<file path="src/rtl/tracker_channel_tick_events_core_macros.svh">
// ----------------------------------------------------------------------------
// Assertion macros for the tracker channel-tick event core
// Concurrent checks clocked on clk and disabled while rst_n is low.
// ----------------------------------------------------------------------------
`ifndef TRACKER_CHANNEL_TICK_EVENTS_CORE_MACROS_SVH
`define TRACKER_CHANNEL_TICK_EVENTS_CORE_MACROS_SVH

// Same-cycle implication
`define TCTE_ASSERT_NOW(name, ante, cons, msg) \
    name: assert property (@(posedge clk) disable iff (!rst_n) (ante) |-> (cons)) \
        else $error(msg);

// Next-cycle implication
`define TCTE_ASSERT_NEXT(name, ante, cons, msg) \
    name: assert property (@(posedge clk) disable iff (!rst_n) (ante) |=> (cons)) \
        else $error(msg);

`endif

</file>
<file path="src/rtl/tcte_pkg.sv">
// ----------------------------------------------------------------------------
// tcte_pkg
// Shared types, register indexes and constants of the channel-tick core.
// ----------------------------------------------------------------------------
`default_nettype none

package tcte_pkg;

    localparam int APB_ADDR_W = 5;
    localparam int APB_DATA_W = 32;

    localparam logic [2:0] REG_EMPTY_NOTE = 3'd0;
    localparam logic [2:0] REG_NOTE_OFF   = 3'd1;
    localparam logic [2:0] REG_ARPEGGIO   = 3'd2;
    localparam logic [2:0] REG_CUT        = 3'd3;
    localparam logic [2:0] REG_DELAY      = 3'd4;

    localparam logic [7:0] RST_EMPTY_NOTE = 8'd0;
    localparam logic [7:0] RST_NOTE_OFF   = 8'd255;
    localparam logic [3:0] RST_ARPEGGIO   = 4'd0;
    localparam logic [3:0] RST_CUT        = 4'd12;
    localparam logic [3:0] RST_DELAY      = 4'd13;

    localparam logic [6:0] DEFAULT_VEL = 7'd51;
    localparam logic [6:0] FULL_VEL    = 7'd64;
    localparam logic [8:0] NOTE_CAP    = 9'd127;

    localparam logic KIND_ON  = 1'b0;
    localparam logic KIND_OFF = 1'b1;

    localparam int EVQ_DEPTH = 4;
    localparam int EVQ_PTR_W = 2;
    localparam int EVQ_CNT_W = 3;

    typedef struct packed {
        logic [7:0] empty_note;
        logic [7:0] release_code;
        logic [3:0] arpeggio;
        logic [3:0] cut;
        logic [3:0] delay;
    } cfg_t;

    typedef struct packed {
        logic [2:0]  channel;
        logic [4:0]  tick;
        logic [7:0]  cell_note;
        logic [7:0]  cell_instrument;
        logic [6:0]  cell_volume;
        logic [7:0]  cell_effect;
        logic [47:0] sample_position;
    } item_t;

    typedef struct packed {
        logic [7:0] held_note;
        logic [7:0] held_instrument;
        logic       effect_active;
        logic [3:0] effect_command;
        logic [3:0] effect_parameter;
        logic [7:0] arp_base_note;
        logic [7:0] arp_last_note;
        logic       delay_pending;
        logic [7:0] delayed_note;
        logic [7:0] delayed_instrument;
        logic [6:0] delayed_velocity;
        logic       cut_pending;
    } chan_state_t;

    typedef struct packed {
        logic        kind;
        logic [2:0]  channel;
        logic [7:0]  note;
        logic [7:0]  instrument;
        logic [6:0]  velocity;
        logic [47:0] position;
        logic        last;
    } event_t;

    // Residue of a 5-bit tick modulo three: weights of 2^k mod 3 are 1,2,1,2,1.
    function automatic logic [1:0] tick_mod3(input logic [4:0] t);
        logic [2:0] s;
        logic [1:0] r;
        s = 3'(t[0]) + 3'(t[2]) + 3'(t[4]) + {(2'(t[1]) + 2'(t[3])), 1'b0};
        case (s) inside
            3'd0, 3'd3, 3'd6: r = 2'd0;
            3'd1, 3'd4, 3'd7: r = 2'd1;
            default:          r = 2'd2;
        endcase
        return r;
    endfunction

endpackage

`default_nettype wire

</file>
<file path="src/rtl/tcte_regs.sv">
// ----------------------------------------------------------------------------
// tcte_regs
// APB configuration registers: note codes and effect command nibbles.
// ----------------------------------------------------------------------------
`default_nettype none

module tcte_regs (
    input  logic                          clk,
    input  logic                          rst_n,
    input  logic                          psel,
    input  logic                          penable,
    input  logic                          pwrite,
    input  logic [tcte_pkg::APB_ADDR_W-1:0] paddr,
    input  logic [tcte_pkg::APB_DATA_W-1:0] pwdata,
    output logic [tcte_pkg::APB_DATA_W-1:0] prdata,
    output logic                          pready,
    output tcte_pkg::cfg_t                cfg
);
    import tcte_pkg::*;

    cfg_t       cfg_reg;
    logic [2:0] reg_idx;
    logic       wr_en;

    assign reg_idx = paddr[4:2];
    assign wr_en   = psel && penable && pwrite;
    assign pready  = 1'b1;
    assign cfg     = cfg_reg;

    always_ff @(posedge clk or negedge rst_n)
    begin
        if (!rst_n)
        begin
            cfg_reg.empty_note   <= RST_EMPTY_NOTE;
            cfg_reg.release_code <= RST_NOTE_OFF;
            cfg_reg.arpeggio     <= RST_ARPEGGIO;
            cfg_reg.cut          <= RST_CUT;
            cfg_reg.delay        <= RST_DELAY;
        end
        else if (wr_en)
        begin
            unique case (reg_idx)
                REG_EMPTY_NOTE: cfg_reg.empty_note   <= pwdata[7:0];
                REG_NOTE_OFF:   cfg_reg.release_code <= pwdata[7:0];
                REG_ARPEGGIO:   cfg_reg.arpeggio     <= pwdata[3:0];
                REG_CUT:        cfg_reg.cut          <= pwdata[3:0];
                REG_DELAY:      cfg_reg.delay        <= pwdata[3:0];
                default:        ;
            endcase
        end
    end

    always_comb
    begin
        unique case (reg_idx)
            REG_EMPTY_NOTE: prdata = APB_DATA_W'(cfg_reg.empty_note);
            REG_NOTE_OFF:   prdata = APB_DATA_W'(cfg_reg.release_code);
            REG_ARPEGGIO:   prdata = APB_DATA_W'(cfg_reg.arpeggio);
            REG_CUT:        prdata = APB_DATA_W'(cfg_reg.cut);
            REG_DELAY:      prdata = APB_DATA_W'(cfg_reg.delay);
            default:        prdata = '0;
        endcase
    end

endmodule

`default_nettype wire

</file>
<file path="src/rtl/tcte_step.sv">
// ----------------------------------------------------------------------------
// tcte_step
// One channel tick: decode the cell, run delay, cut and arpeggio, build events.
// ----------------------------------------------------------------------------
`default_nettype none

module tcte_step (
    input  tcte_pkg::cfg_t        cfg,
    input  tcte_pkg::item_t       item,
    input  logic                  in_range,
    input  tcte_pkg::chan_state_t st,
    output tcte_pkg::chan_state_t st_next,
    output logic [1:0]            ev_count,
    output tcte_pkg::event_t      ev0,
    output tcte_pkg::event_t      ev1
);
    import tcte_pkg::*;

    logic [7:0] instr;
    logic [6:0] vel;
    logic       have_off;
    logic [7:0] off_note;
    logic [7:0] off_instr;
    logic       have_on;
    logic [7:0] on_note;
    logic [7:0] on_instr;
    logic [6:0] on_vel;
    logic [1:0] phase;
    logic [8:0] arp_add;
    logic [8:0] arp_sum;
    logic [7:0] arp_target;
    logic       tick_reached;
    event_t     off_ev;
    event_t     on_ev;

    assign instr = (item.cell_instrument != 8'd0) ? item.cell_instrument : st.held_instrument;
    assign vel   = (item.cell_volume == 7'd0) ? DEFAULT_VEL :
                   ((item.cell_volume > FULL_VEL) ? FULL_VEL : item.cell_volume);

    assign tick_reached = item.tick >= {1'b0, st.effect_parameter};

    assign phase   = tick_mod3(item.tick);
    assign arp_add = (phase == 2'd1) ? {5'd0, st.effect_parameter} :
                     ((phase == 2'd2) ? {4'd0, st.effect_parameter, 1'b0} : 9'd0);
    assign arp_sum    = {1'b0, st.arp_base_note} + arp_add;
    assign arp_target = (arp_sum > NOTE_CAP) ? NOTE_CAP[7:0] : arp_sum[7:0];

    always_comb
    begin
        st_next   = st;
        have_off  = 1'b0;
        off_note  = st.held_note;
        off_instr = st.held_instrument;
        have_on   = 1'b0;
        on_note   = item.cell_note;
        on_instr  = instr;
        on_vel    = vel;

        if (!in_range)
        begin
            st_next = st;
        end
        else if (item.tick == 5'd0)
        begin
            st_next.effect_active    = item.cell_effect != 8'd0;
            st_next.effect_command   = item.cell_effect[7:4];
            st_next.effect_parameter = item.cell_effect[3:0];
            st_next.delay_pending    = 1'b0;
            st_next.cut_pending      = 1'b0;
            if (item.cell_note == cfg.empty_note)
            begin
                if (st_next.effect_active && st_next.effect_command == cfg.arpeggio &&
                    st_next.effect_parameter != 4'd0)
                begin
                    st_next.arp_base_note = st.held_note;
                    st_next.arp_last_note = st.held_note;
                end
            end
            else if (item.cell_note == cfg.release_code)
            begin
                if (st.held_note != 8'd0)
                begin
                    have_off          = 1'b1;
                    st_next.held_note = 8'd0;
                end
            end
            else if (st_next.effect_active && st_next.effect_command == cfg.delay &&
                     st_next.effect_parameter != 4'd0)
            begin
                st_next.delay_pending      = 1'b1;
                st_next.delayed_note       = item.cell_note;
                st_next.delayed_instrument = instr;
                st_next.delayed_velocity   = vel;
            end
            else
            begin
                have_off                = st.held_note != 8'd0;
                have_on                 = 1'b1;
                st_next.held_note       = item.cell_note;
                st_next.held_instrument = instr;
                st_next.arp_base_note   = item.cell_note;
                st_next.arp_last_note   = item.cell_note;
                if (st_next.effect_active && st_next.effect_command == cfg.cut)
                begin
                    st_next.cut_pending = 1'b1;
                end
            end
        end
        else if (st.delay_pending && tick_reached)
        begin
            have_off                = st.held_note != 8'd0;
            have_on                 = 1'b1;
            on_note                 = st.delayed_note;
            on_instr                = st.delayed_instrument;
            on_vel                  = st.delayed_velocity;
            st_next.held_note       = st.delayed_note;
            st_next.held_instrument = st.delayed_instrument;
            st_next.arp_base_note   = st.delayed_note;
            st_next.arp_last_note   = st.delayed_note;
            st_next.delay_pending   = 1'b0;
            if (st.effect_active && st.effect_command == cfg.cut)
            begin
                st_next.cut_pending = 1'b1;
            end
        end
        else if (st.cut_pending && tick_reached)
        begin
            have_off            = st.held_note != 8'd0;
            st_next.held_note   = 8'd0;
            st_next.cut_pending = 1'b0;
        end
        else if (st.effect_active && st.effect_command == cfg.arpeggio &&
                 st.effect_parameter != 4'd0 && st.arp_base_note != 8'd0)
        begin
            if (arp_target != st.arp_last_note)
            begin
                have_off              = 1'b1;
                off_note              = st.arp_last_note;
                have_on               = 1'b1;
                on_note               = arp_target;
                on_instr              = st.held_instrument;
                on_vel                = DEFAULT_VEL;
                st_next.arp_last_note = arp_target;
                st_next.held_note     = arp_target;
            end
        end
    end

    always_comb
    begin
        off_ev.kind       = KIND_OFF;
        off_ev.channel    = item.channel;
        off_ev.note       = off_note;
        off_ev.instrument = off_instr;
        off_ev.velocity   = 7'd0;
        off_ev.position   = item.sample_position;
        off_ev.last       = !have_on;

        on_ev.kind        = KIND_ON;
        on_ev.channel     = item.channel;
        on_ev.note        = on_note;
        on_ev.instrument  = on_instr;
        on_ev.velocity    = on_vel;
        on_ev.position    = item.sample_position;
        on_ev.last        = 1'b1;

        ev0      = have_off ? off_ev : on_ev;
        ev1      = on_ev;
        ev_count = 2'(have_off) + 2'(have_on);
    end

endmodule

`default_nettype wire

</file>
<file path="src/rtl/tcte_event_queue.sv">
// ----------------------------------------------------------------------------
// tcte_event_queue
// Four-entry event queue; takes up to two events per cycle, sends one beat when head_stall is low.
// ----------------------------------------------------------------------------
`default_nettype none

`include "tracker_channel_tick_events_core_macros.svh"

module tcte_event_queue (
    input  logic                               clk,
    input  logic                               rst_n,
    input  logic [1:0]                         push_cnt,
    input  tcte_pkg::event_t                   push_ev0,
    input  tcte_pkg::event_t                   push_ev1,
    output logic                               head_valid,
    input  logic                               head_stall,
    output tcte_pkg::event_t                   head_ev,
    output logic [tcte_pkg::EVQ_CNT_W-1:0]     count
);
    import tcte_pkg::*;

    event_t                entry_reg [EVQ_DEPTH];
    logic [EVQ_PTR_W-1:0]  rd_ptr_reg;
    logic [EVQ_PTR_W-1:0]  wr_ptr_reg;
    logic [EVQ_CNT_W-1:0]  count_reg;
    logic                  pop;

    assign head_valid = count_reg != '0;
    assign head_ev    = entry_reg[rd_ptr_reg];
    assign pop        = head_valid && !head_stall;
    assign count      = count_reg;

    always_ff @(posedge clk)
    begin
        if (push_cnt != 2'd0)
        begin
            entry_reg[wr_ptr_reg] <= push_ev0;
        end
        if (push_cnt == 2'd2)
        begin
            entry_reg[wr_ptr_reg + EVQ_PTR_W'(1)] <= push_ev1;
        end
    end

    always_ff @(posedge clk or negedge rst_n)
    begin
        if (!rst_n)
        begin
            rd_ptr_reg <= '0;
            wr_ptr_reg <= '0;
            count_reg  <= '0;
        end
        else
        begin
            wr_ptr_reg <= wr_ptr_reg + EVQ_PTR_W'(push_cnt);
            rd_ptr_reg <= rd_ptr_reg + EVQ_PTR_W'(pop);
            count_reg  <= count_reg + EVQ_CNT_W'(push_cnt) - EVQ_CNT_W'(pop);
        end
    end

    `TCTE_ASSERT_NOW(a_evq_no_overflow, push_cnt != 2'd0, (4'(count_reg) + 4'(push_cnt)) <= 4'(EVQ_DEPTH), "event queue overflow")
    `TCTE_ASSERT_NOW(a_evq_empty_ptrs, count_reg == '0, rd_ptr_reg == wr_ptr_reg, "empty queue with pointers apart")
    `TCTE_ASSERT_NEXT(a_evq_count_track, 1'b1, count_reg == EVQ_CNT_W'($past(count_reg) + EVQ_CNT_W'($past(push_cnt)) - EVQ_CNT_W'($past(pop))), "queue count out of step")

endmodule

`default_nettype wire

</file>
<file path="src/rtl/tracker_channel_tick_events_core.sv">
// ----------------------------------------------------------------------------
// tracker_channel_tick_events_core
// Per-channel note sequencer: one tick item in, up to two note events out.
//
//   channel   | handshake              | beat carries
//   ----------+------------------------+-------------------------------------
//   item      | item_valid/item_stall  | channel, tick, cell fields, position
//   event     | event_valid/event_stall| kind, channel, note, instr, vel, last
//   config    | APB, pready tied high  | five code registers at 4*i
//
// An accepted item reads the channel state memory; in the next cycle the step
// logic writes the next state back and pushes 0, 1 or 2 events into a
// four-entry queue. The first event can leave once the queue holds it.
// Sustained rate is set by the event port, one beat per cycle while
// event_stall is low; an item that makes two events needs two beats.
// Reset clears all channel state at once through per-channel valid bits.
// item_stall rises while the queue, after the step stage's own push, lacks
// room for two more events.
// ----------------------------------------------------------------------------
`default_nettype none

`include "tracker_channel_tick_events_core_macros.svh"

module tracker_channel_tick_events_core #(
    parameter int CHANNELS = 8
) (
    input  logic                            clk,
    input  logic                            rst_n,
    // configuration
    input  logic                            psel,
    input  logic                            penable,
    input  logic                            pwrite,
    input  logic [tcte_pkg::APB_ADDR_W-1:0] paddr,
    input  logic [tcte_pkg::APB_DATA_W-1:0] pwdata,
    output logic [tcte_pkg::APB_DATA_W-1:0] prdata,
    output logic                            pready,
    // tick items
    input  logic                            item_valid,
    output logic                            item_stall,
    input  logic [2:0]                      channel,
    input  logic [4:0]                      tick,
    input  logic [7:0]                      cell_note,
    input  logic [7:0]                      cell_instrument,
    input  logic [6:0]                      cell_volume,
    input  logic [7:0]                      cell_effect,
    input  logic [47:0]                     sample_position,
    // note events
    output logic                            event_valid,
    input  logic                            event_stall,
    output logic                            event_kind,
    output logic [2:0]                      event_channel,
    output logic [7:0]                      event_note,
    output logic [7:0]                      event_instrument,
    output logic [6:0]                      event_velocity,
    output logic [47:0]                     event_position,
    output logic                            last_event
);
    import tcte_pkg::*;

    localparam int IDX_W = (CHANNELS > 1) ? $clog2(CHANNELS) : 1;

    cfg_t                 cfg;
    item_t                in_item;
    logic                 item_accept;
    logic                 in_range;
    logic [IDX_W-1:0]     rd_idx;

    // state memory and per-channel valid bits
    chan_state_t          state_mem [CHANNELS];
    logic [CHANNELS-1:0]  ch_valid_reg;

    // step stage
    logic                 s1_valid_reg;
    item_t                s1_item_reg;
    logic                 s1_inrange_reg;
    chan_state_t          rd_data_reg;
    logic                 rd_valid_reg;
    logic                 byp_reg;
    logic                 byp_next;
    chan_state_t          byp_data_reg;
    chan_state_t          st_cur;
    chan_state_t          st_next;
    logic                 st_we;
    logic [IDX_W-1:0]     wr_idx;

    logic [1:0]           ev_count;
    event_t               ev0;
    event_t               ev1;
    logic [1:0]           push_cnt;
    event_t               head_ev;
    logic [EVQ_CNT_W-1:0] fifo_count;

    tcte_regs u_regs (
        .clk     (clk),
        .rst_n   (rst_n),
        .psel    (psel),
        .penable (penable),
        .pwrite  (pwrite),
        .paddr   (paddr),
        .pwdata  (pwdata),
        .prdata  (prdata),
        .pready  (pready),
        .cfg     (cfg)
    );

    always_comb
    begin
        in_item.channel         = channel;
        in_item.tick            = tick;
        in_item.cell_note       = cell_note;
        in_item.cell_instrument = cell_instrument;
        in_item.cell_volume     = cell_volume;
        in_item.cell_effect     = cell_effect;
        in_item.sample_position = sample_position;
    end

    // Hold off a new beat unless the queue can still take two events after
    // the item now in the step stage has pushed its own.
    assign item_stall  = (fifo_count + EVQ_CNT_W'(push_cnt)) > EVQ_CNT_W'(2);
    assign item_accept = item_valid && !item_stall;

    assign in_range = 32'(channel) < CHANNELS;
    assign rd_idx   = IDX_W'(channel);

    assign st_we  = s1_valid_reg && s1_inrange_reg;
    assign wr_idx = IDX_W'(s1_item_reg.channel);

    // Forward the write-back when the next item hits the same channel.
    assign byp_next = item_accept && st_we && (wr_idx == rd_idx);

    // Unwritten channels read as the all-zero reset state.
    assign st_cur = byp_reg ? byp_data_reg : (rd_valid_reg ? rd_data_reg : '0);

    always_ff @(posedge clk)
    begin
        if (item_accept && in_range)
        begin
            rd_data_reg <= state_mem[rd_idx];
        end
        if (st_we)
        begin
            state_mem[wr_idx] <= st_next;
        end
    end

    always_ff @(posedge clk)
    begin
        if (item_accept)
        begin
            s1_item_reg    <= in_item;
            s1_inrange_reg <= in_range;
        end
        if (byp_next)
        begin
            byp_data_reg <= st_next;
        end
    end

    always_ff @(posedge clk or negedge rst_n)
    begin
        if (!rst_n)
        begin
            s1_valid_reg <= 1'b0;
            byp_reg      <= 1'b0;
            rd_valid_reg <= 1'b0;
            ch_valid_reg <= '0;
        end
        else
        begin
            s1_valid_reg <= item_accept;
            byp_reg      <= byp_next;
            if (item_accept)
            begin
                rd_valid_reg <= in_range ? ch_valid_reg[rd_idx] : 1'b0;
            end
            if (st_we)
            begin
                ch_valid_reg[wr_idx] <= 1'b1;
            end
        end
    end

    tcte_step u_step (
        .cfg      (cfg),
        .item     (s1_item_reg),
        .in_range (s1_inrange_reg),
        .st       (st_cur),
        .st_next  (st_next),
        .ev_count (ev_count),
        .ev0      (ev0),
        .ev1      (ev1)
    );

    // Drop the step result when no item occupies the stage.
    assign push_cnt = s1_valid_reg ? ev_count : 2'd0;

    tcte_event_queue u_queue (
        .clk        (clk),
        .rst_n      (rst_n),
        .push_cnt   (push_cnt),
        .push_ev0   (ev0),
        .push_ev1   (ev1),
        .head_valid (event_valid),
        .head_stall (event_stall),
        .head_ev    (head_ev),
        .count      (fifo_count)
    );

    assign event_kind       = head_ev.kind;
    assign event_channel    = head_ev.channel;
    assign event_note       = head_ev.note;
    assign event_instrument = head_ev.instrument;
    assign event_velocity   = head_ev.velocity;
    assign event_position   = head_ev.position;
    assign last_event       = head_ev.last;

    `TCTE_ASSERT_NEXT(a_accept_enters_step, item_accept, s1_valid_reg, "accepted item missing from step stage")
    `TCTE_ASSERT_NOW(a_bypass_has_source, byp_reg, $past(s1_valid_reg && s1_inrange_reg), "state bypass without write-back")
    `TCTE_ASSERT_NOW(a_step_has_room, s1_valid_reg, fifo_count <= EVQ_CNT_W'(2), "no room for step events")

endmodule

`default_nettype wire
</file>
<file path="config.mk">
export PLATFORM = sky130hd
export DESIGN_NAME = tracker_channel_tick_events_core
export DESIGN_NICKNAME = d
export VERILOG_FILES = /design/src/rtl/tcte_pkg.sv /design/src/rtl/tcte_regs.sv /design/src/rtl/tcte_step.sv /design/src/rtl/tcte_event_queue.sv /design/src/rtl/tracker_channel_tick_events_core.sv
export VERILOG_INCLUDE_DIRS = /design/src /design/src/rtl
export SDC_FILE = /design/constraint.sdc
export NUM_CORES = 1
export LEC_CHECK = 0
export ABC_AREA = 0
export BUFFER_PORTS_ARGS = -buffer_cell sky130_fd_sc_hd__buf_2
export CAP_MARGIN = 20
export CORE_MARGIN = 3
export CORE_UTILIZATION = 50
export CTS_BUF_LIST = sky130_fd_sc_hd__clkbuf_8
export CTS_CLUSTER_SIZE = 16
export DETAILED_ROUTE_END_ITERATION = 7
export PLACE_DENSITY_LB_ADDON = 0.15
export SYNTH_ARGS = -nofsm -noshare
export SYNTH_HDL_FRONTEND = slang
export SYNTH_SLANG_ARGS = --single-unit
</file>
<file path="constraint.sdc">
create_clock -name clk -period 24.7 [get_ports clk]
set_input_delay 4.94 -clock clk [delete_from_list [all_inputs] [get_ports clk]]
set_output_delay 4.94 -clock clk [all_outputs]
set_load 0.01 [all_outputs]
</file>
Word level (Yosys, flattened, before mapping):

Memory sizes are Yosys's and may differ from the RTL's. A register that Yosys moved wholly into a read port is not among the register bits.
Cells that the tools add are included.

* register bits after elaboration: 199
* memory bits (writable): 832
* output and inout port bits: 111
* memories kept: 2

* add/subtract/negate cells: 11
* $lt $le $gt $ge: 7
* equal/unequal tests: 21
* multiplexer cells: 90
* bitwise operators: 1
* reduce and logical (&&, ||, !) cells: 40

Memories
* state_mem: words 8, width 66, rd ports 1, clocked after Yosys merged registers in 1, write ports 1, line tracker_channel_tick_events_core.sv:69 `chan_state_t state_mem [CHANNELS];`
* u_queue.entry_reg: words 4, width 76, rd ports 1, clocked after Yosys merged registers in 0, write ports 2, line tcte_event_queue.sv:22 `event_t entry_reg [EVQ_DEPTH];`

Operators by type and width (number)
* 8-bit 2-to-1 mux: 30
* 66-bit 2-to-1 mux: 2
* 16-bit 2-to-1 mux: 6
* 76-bit 2-to-1 mux: 1
* 7-bit 2-to-1 mux: 7
* 41-bit 2-to-1 mux: 1
* 8-bit one-hot mux with 5 select lines: 1
* 8-bit nonzero test: 4
* 1-bit 2-to-1 mux: 30
* 25-bit 2-to-1 mux: 1
* 24-bit 2-to-1 mux: 1
* 23-bit 2-to-1 mux: 1
* 4-bit equality test: 5
* 1-bit logical AND: 18
* 9-bit 2-to-1 mux: 2
* 17-bit 2-to-1 mux: 1
* 8-bit equality test: 2
* 3-bit equality test (second input constant): 4
* 2-bit AND reduction: 5
* 8-bit by 9-bit adder with 9-bit output: 1
* 3-bit by 2-bit equality test with 1-bit output (second input constant): 3
* 9-bit by 7-bit > comparator with 1-bit output (second input constant): 1
* 3-bit by 4-bit < comparator with 1-bit output (second input constant): 2
* 8-bit != test: 1
* 29 further kinds: 40

Depth between registers and ports, before layout:

* depth in word-level cells: 27
* gate-level depth with buffers: 33

Hierarchy:

From an unflattened synthesis, not the netlist that was laid out.

* cells, all modules: 2750
* area, all modules: 49501.2 sq um

Modules (own cells, without submodules)
* tracker_channel_tick_events_core: times used 1, cells an instance 1121, area each 27884.2 sq um
* tcte_event_queue: times used 1, cells an instance 777, area each 15419.8 sq um
* tcte_step: times used 1, cells an instance 724, area each 4624.4 sq um
* tcte_regs: times used 1, cells an instance 128, area each 1572.8 sq um

Worst setup path before layout:

Ideal clock, no wire load.

* kind: reg2out
* from: reg s1_item_reg[81] (netlist bit)
* to: out item_stall
* arrival time: 6476 ps
* required time: 19760 ps
* setup slack: 13284 ps
* stages on the path, launching flop included: 29
* path buffers: 2
* cell sequence: edfxtp_1 > ha_1 > ha_1 > inv_1 > fa_1 > xnor2_1 > clkbuf_1 > nor3_1 > a21oi_1 > nor2_1 > a21o_1 > ha_1 > a21o_1 > nand4_1 > a211oi_4 > mux2i_1 > mux2i_1 > o221ai_2 > o31a_1 > buf_4 > o21ai_4 > nand2_1 > ha_1 > nand2_1 > inv_1 > ha_1 > fa_1 > xnor2_1 > nand2_1

* longest elaborated chain between the ends: 23

Ends and longest elaborated chain
* start, declared: line tracker_channel_tick_events_core.sv:74 `item_t s1_item_reg;`
* start signal, assigned: line tracker_channel_tick_events_core.sv:150 `s1_item_reg <= in_item;`
* 1-bit by 1-bit adder with 2-bit output: line tcte_pkg.sv:82 `s = 3'(t[0]) + 3'(t[2]) + 3'(t[4]) + {(2'(t[1]) + 2'(t[3])), 1'b0};`
* 3-bit by 1-bit adder with 3-bit output: line tcte_pkg.sv:82
* 3-bit adder: line tcte_pkg.sv:82
* 3-bit equality test or 3-bit by 1-bit equality test with 1-bit output (tied branches): line tcte_step.sv:42 `assign phase = tick_mod3(item.tick);`
* 3-bit OR reduction: line tcte_pkg.sv:83 `case (s) inside`
* 2-bit 2-to-1 mux (2 in a row): line tcte_pkg.sv:83
* 2-bit equality test: line tcte_step.sv:44 `((phase == 2'd2) ? {4'd0, st.effect_parameter, 1'b0} : 9'd0);`
* 5-bit 2-to-1 mux: line tcte_step.sv:44
* [... 6 more ...]
* 1-bit 2-to-1 mux: line tcte_step.sv:132 `else if (st.effect_active && st.effect_command == cfg.arpeggio &&`
* 1-bit 2-to-1 mux: line tcte_step.sv:126 `else if (st.cut_pending && tick_reached)`
* 1-bit 2-to-1 mux: line tcte_step.sv:109 `else if (st.delay_pending && tick_reached)`
* 1-bit 2-to-1 mux: line tcte_step.sv:63 `else if (item.tick == 5'd0)`
* 1-bit by 1-bit adder with 2-bit output (*): line tcte_step.sv:169 `ev_count = 2'(have_off) + 2'(have_on);`
* 2-bit 2-to-1 mux (*): line tracker_channel_tick_events_core.sv:195 `assign push_cnt = s1_valid_reg ? ev_count : 2'd0;`
* 3-bit by 2-bit adder with 3-bit output (*): line tracker_channel_tick_events_core.sv:119 `assign item_stall = (fifo_count + EVQ_CNT_W'(push_cnt)) > EVQ_CNT_W'(2);`
* 3-bit by 2-bit > comparator with 1-bit output (*): line tracker_channel_tick_events_core.sv:119
* end, declared: line tracker_channel_tick_events_core.sv:39 `output logic item_stall,`

Every way passes the cells marked *; elsewhere a longest branch is shown, timed or not.

Worst setup path after layout:

Ends and elaborated chain as after synthesis.

==> run summary <==
#FFs+latches synth = 1097
Area of the multi-input gates = 13200 sq um
First-pass GRT wire length = 170 mm
Final non-filler cell total = 4394
DR iter-0 viols = 2492
Worst Hold Class = reg -> reg
Core area = 92100 sq um
Final Critical Period = 13990 ps
Number of global-route vias before repair = 27000
Distinct cell type count after synthesis = 76
Total power density per cell area = 102 nW/um^2
DRC = 0
Hold Buf Count CTS = 0
CTS sink cnt = 1097
Synth top cells by count = edfxtp_1, and2_1, mux4_2, nor2_1, clkbuf_1
Final Skew = 37.4 ps
Total global-route track usage = 23.4%
Asr flop ratio synth = 4.19%
Row cnt = 111
Max_slew headroom = 23.0%
Crit path arrival time = 9050 ps
Initial core utilization = 50.6%
DR WL/cell = 25.7 um
Post-route cell area = 52200 sq um
Setup TNS Final = 0 ps
Routed Antenna Nets = 0
H-tree level count = 4
Reg area = 32700 sq um
Max clock buf depth = 3
Leakage = 18.1 nW
Number of flip-flops in the largest register = 528
Critical Path Start Type = flop
Yosys top cell area share = 67.2%
Setup-failing EPs final = 0
Die area = 96900 sq um
Reg2Reg Setup Slack = 14490 ps
Ys flop type = edfxtp_1
Initial antenna violation count = 5
Pre-antenna DRT Iters = 6
Layout fillers = 7107
Post-layout util = 56.7%
Post-cts sizing count = 0
CP dominant cell by count = ha_1
Layout cells sized above 1 = 26.7%
Worst Path Max Fanout = 11
CTS clk-pin slew, worst paths = 60 ps
Fin. max-slew vios = 0
Worst-Margin Slew = 1140 ps
Ports = 242
Worst-Skew Late Latency = 850 ps
Critical path class = reg -> out
Peak Freq = 71.5 MHz
Cell with the most instances after synthesis = edfxtp_1
Die Wd = 311 um
Pwr Total = 5.34 mW
Routability cong. = 0.897
Final Hold Violating Endpoints = 0
Post-DP HPWL = 68.5 mm
Register area share after synthesis = 70.1%
Setup Buffers After CTS = 0
Largest net degree at the start of global routing = 97
Post-Synthesis Cell Area = 46600 sq um
GRT overflow = 0
Outcome = completed
Syn-to-layout area delta = 12.0%
Num CTS Buffers = 178
Via density = 5.96
CTS tree = yes
Crit-path slowest cell = mux2i_1
Synth warn = 0
Final wirelength = 113 mm
Synth top area cells = edfxtp_1, mux4_2, and2_1
Mean Syn Cell Area = 16.9 sq um
Post-Synthesis Cells = 2750
Final nets = 3156
Via count = 26200
Largest area contributor in the netlist = edfxtp_1
DP Area = 48800 sq um
Clock Tree Root = clkbuf_8
Input/output buffers = 190
Unrepaired setup endpoints after global routing = no
Peak VDD IR = 0.0000595 V
Final cycle utilization of the critical path = 56.7%
Post-synth EDFFs = 1043
CP Capture Type = primary output
Max cap viols = 0
DIE HEIGHT = 311 um
WP data required = 19760 ps
CP max stage delay = 830 ps
Placed cell count = 4062
per-stage QoR:
stage / worst slack [ps] / hold slack (ps)
2_1_floorplan: 13280 / 432
3_3_place_gp: 11750 / 443
3_5_place_dp: 11630 / 449
4_1_cts: 10680 / 464
5_1_grt: 10060 / 482
6_report: 10710 / 462
area by class of cell:
cell class,count,area share (%)
clock inverter,140,1.43
antenna,2,0.00959
timing repair buffer,244,2.72
clock buffer,184,4.85
multi-input combinational,1460,25.2
inverter,24,0.182
tap,1243,2.98
sequential,1097,62.6
logic make-up after synthesis:
group	after synthesis	synth area share, %
other	2	0.0161
xor gates and xnor gates	56	1.05
buffers and inverters	216	2.07
DFF	1097	70.1
muxes	337	13.2
adders and majority gates	20	0.585
and+or+nand+nor	583	6.42
AOI/OAI and AO/OA	439	6.63
worst max-delay path: cells and delay by family, from the launching register on:
family / cells / cell delay, ps
DFF: 1 / 430
and+or+nand+nor: 7 / 990
xor gates and xnor gates: 2 / 960
adders and majority gates: 7 / 2340
AOI/OAI and AO/OA: 6 / 1960
buffers and inverters: 3 / 300
muxes: 2 / 1190
worst paths after layout:
| check | startpoint | end | cells after the start |
|---|---|---|---|
| max in group asynchronous | rst_n | u_regs.cfg[18] | 2 |
| max | s1_item_reg[81] | item_stall | 27 |
| min reg2reg | ch_valid_reg[2] | ch_valid_reg[2] | 1 |
| max reg2reg | s1_item_reg[81] | byp_data_reg[53] | 28 |
| min in group asynchronous | rst_n | u_regs.cfg[10] | 1 |
| min | ch_valid_reg[2] | ch_valid_reg[2] | 1 |
metal layers:
metal | routed length [um] | global-route usage [%] | up-vias
met2 | 53500 | 36.9 | 1051
met3 | 7580 | 4.68 | 245
met5 | 10 | 0 | -
li1 | - | - | 11400
met4 | 3690 | 9.05 | 2
met1 | 48200 | 32.4 | 13400
cell usage in the layout (no fill, tap or decap), types with 9 or more instances in the layout:
master    synthesis  final
a31oi_1          15     15
a21oi_1          89     88
mux4_2          210    210
nand3_1          14     14
edfxtp_1       1043   1043
clkinv_1          0     50
or2_2            13     13
o21ai_0          42     42
nor2b_1           9      9
a22o_1           32     32
nand4_1          11     11
ha_1             17     17
nor4_1           16     15
nor3_1           30     28
inv_1            23     74
dfrtp_1          33     30
xor2_1           20     20
nand2_1          97     92
conb_1            2     25
clkinv_2          0     21
xnor2_1          36     36
a22oi_1          60     60
dfstp_2          13     13
nor2_1          152    144
buf_4            30     46
mux2i_1          26     26
a21boi_0          9      9
a221oi_1         16     16
and2_1          212    212
o22ai_1          54     54
clkbuf_8          0    185
mux2_2          101    101
o211ai_1         35     35
o32ai_1          11     11
buf_2             9    190
power breakdown:
part / switching (mW) / internal [mW]
clock network: 0.712 / 0.737
logic: 0.877 / 0.457
registers: 0.143 / 2.42
Power figures use the tool's default switching activity.
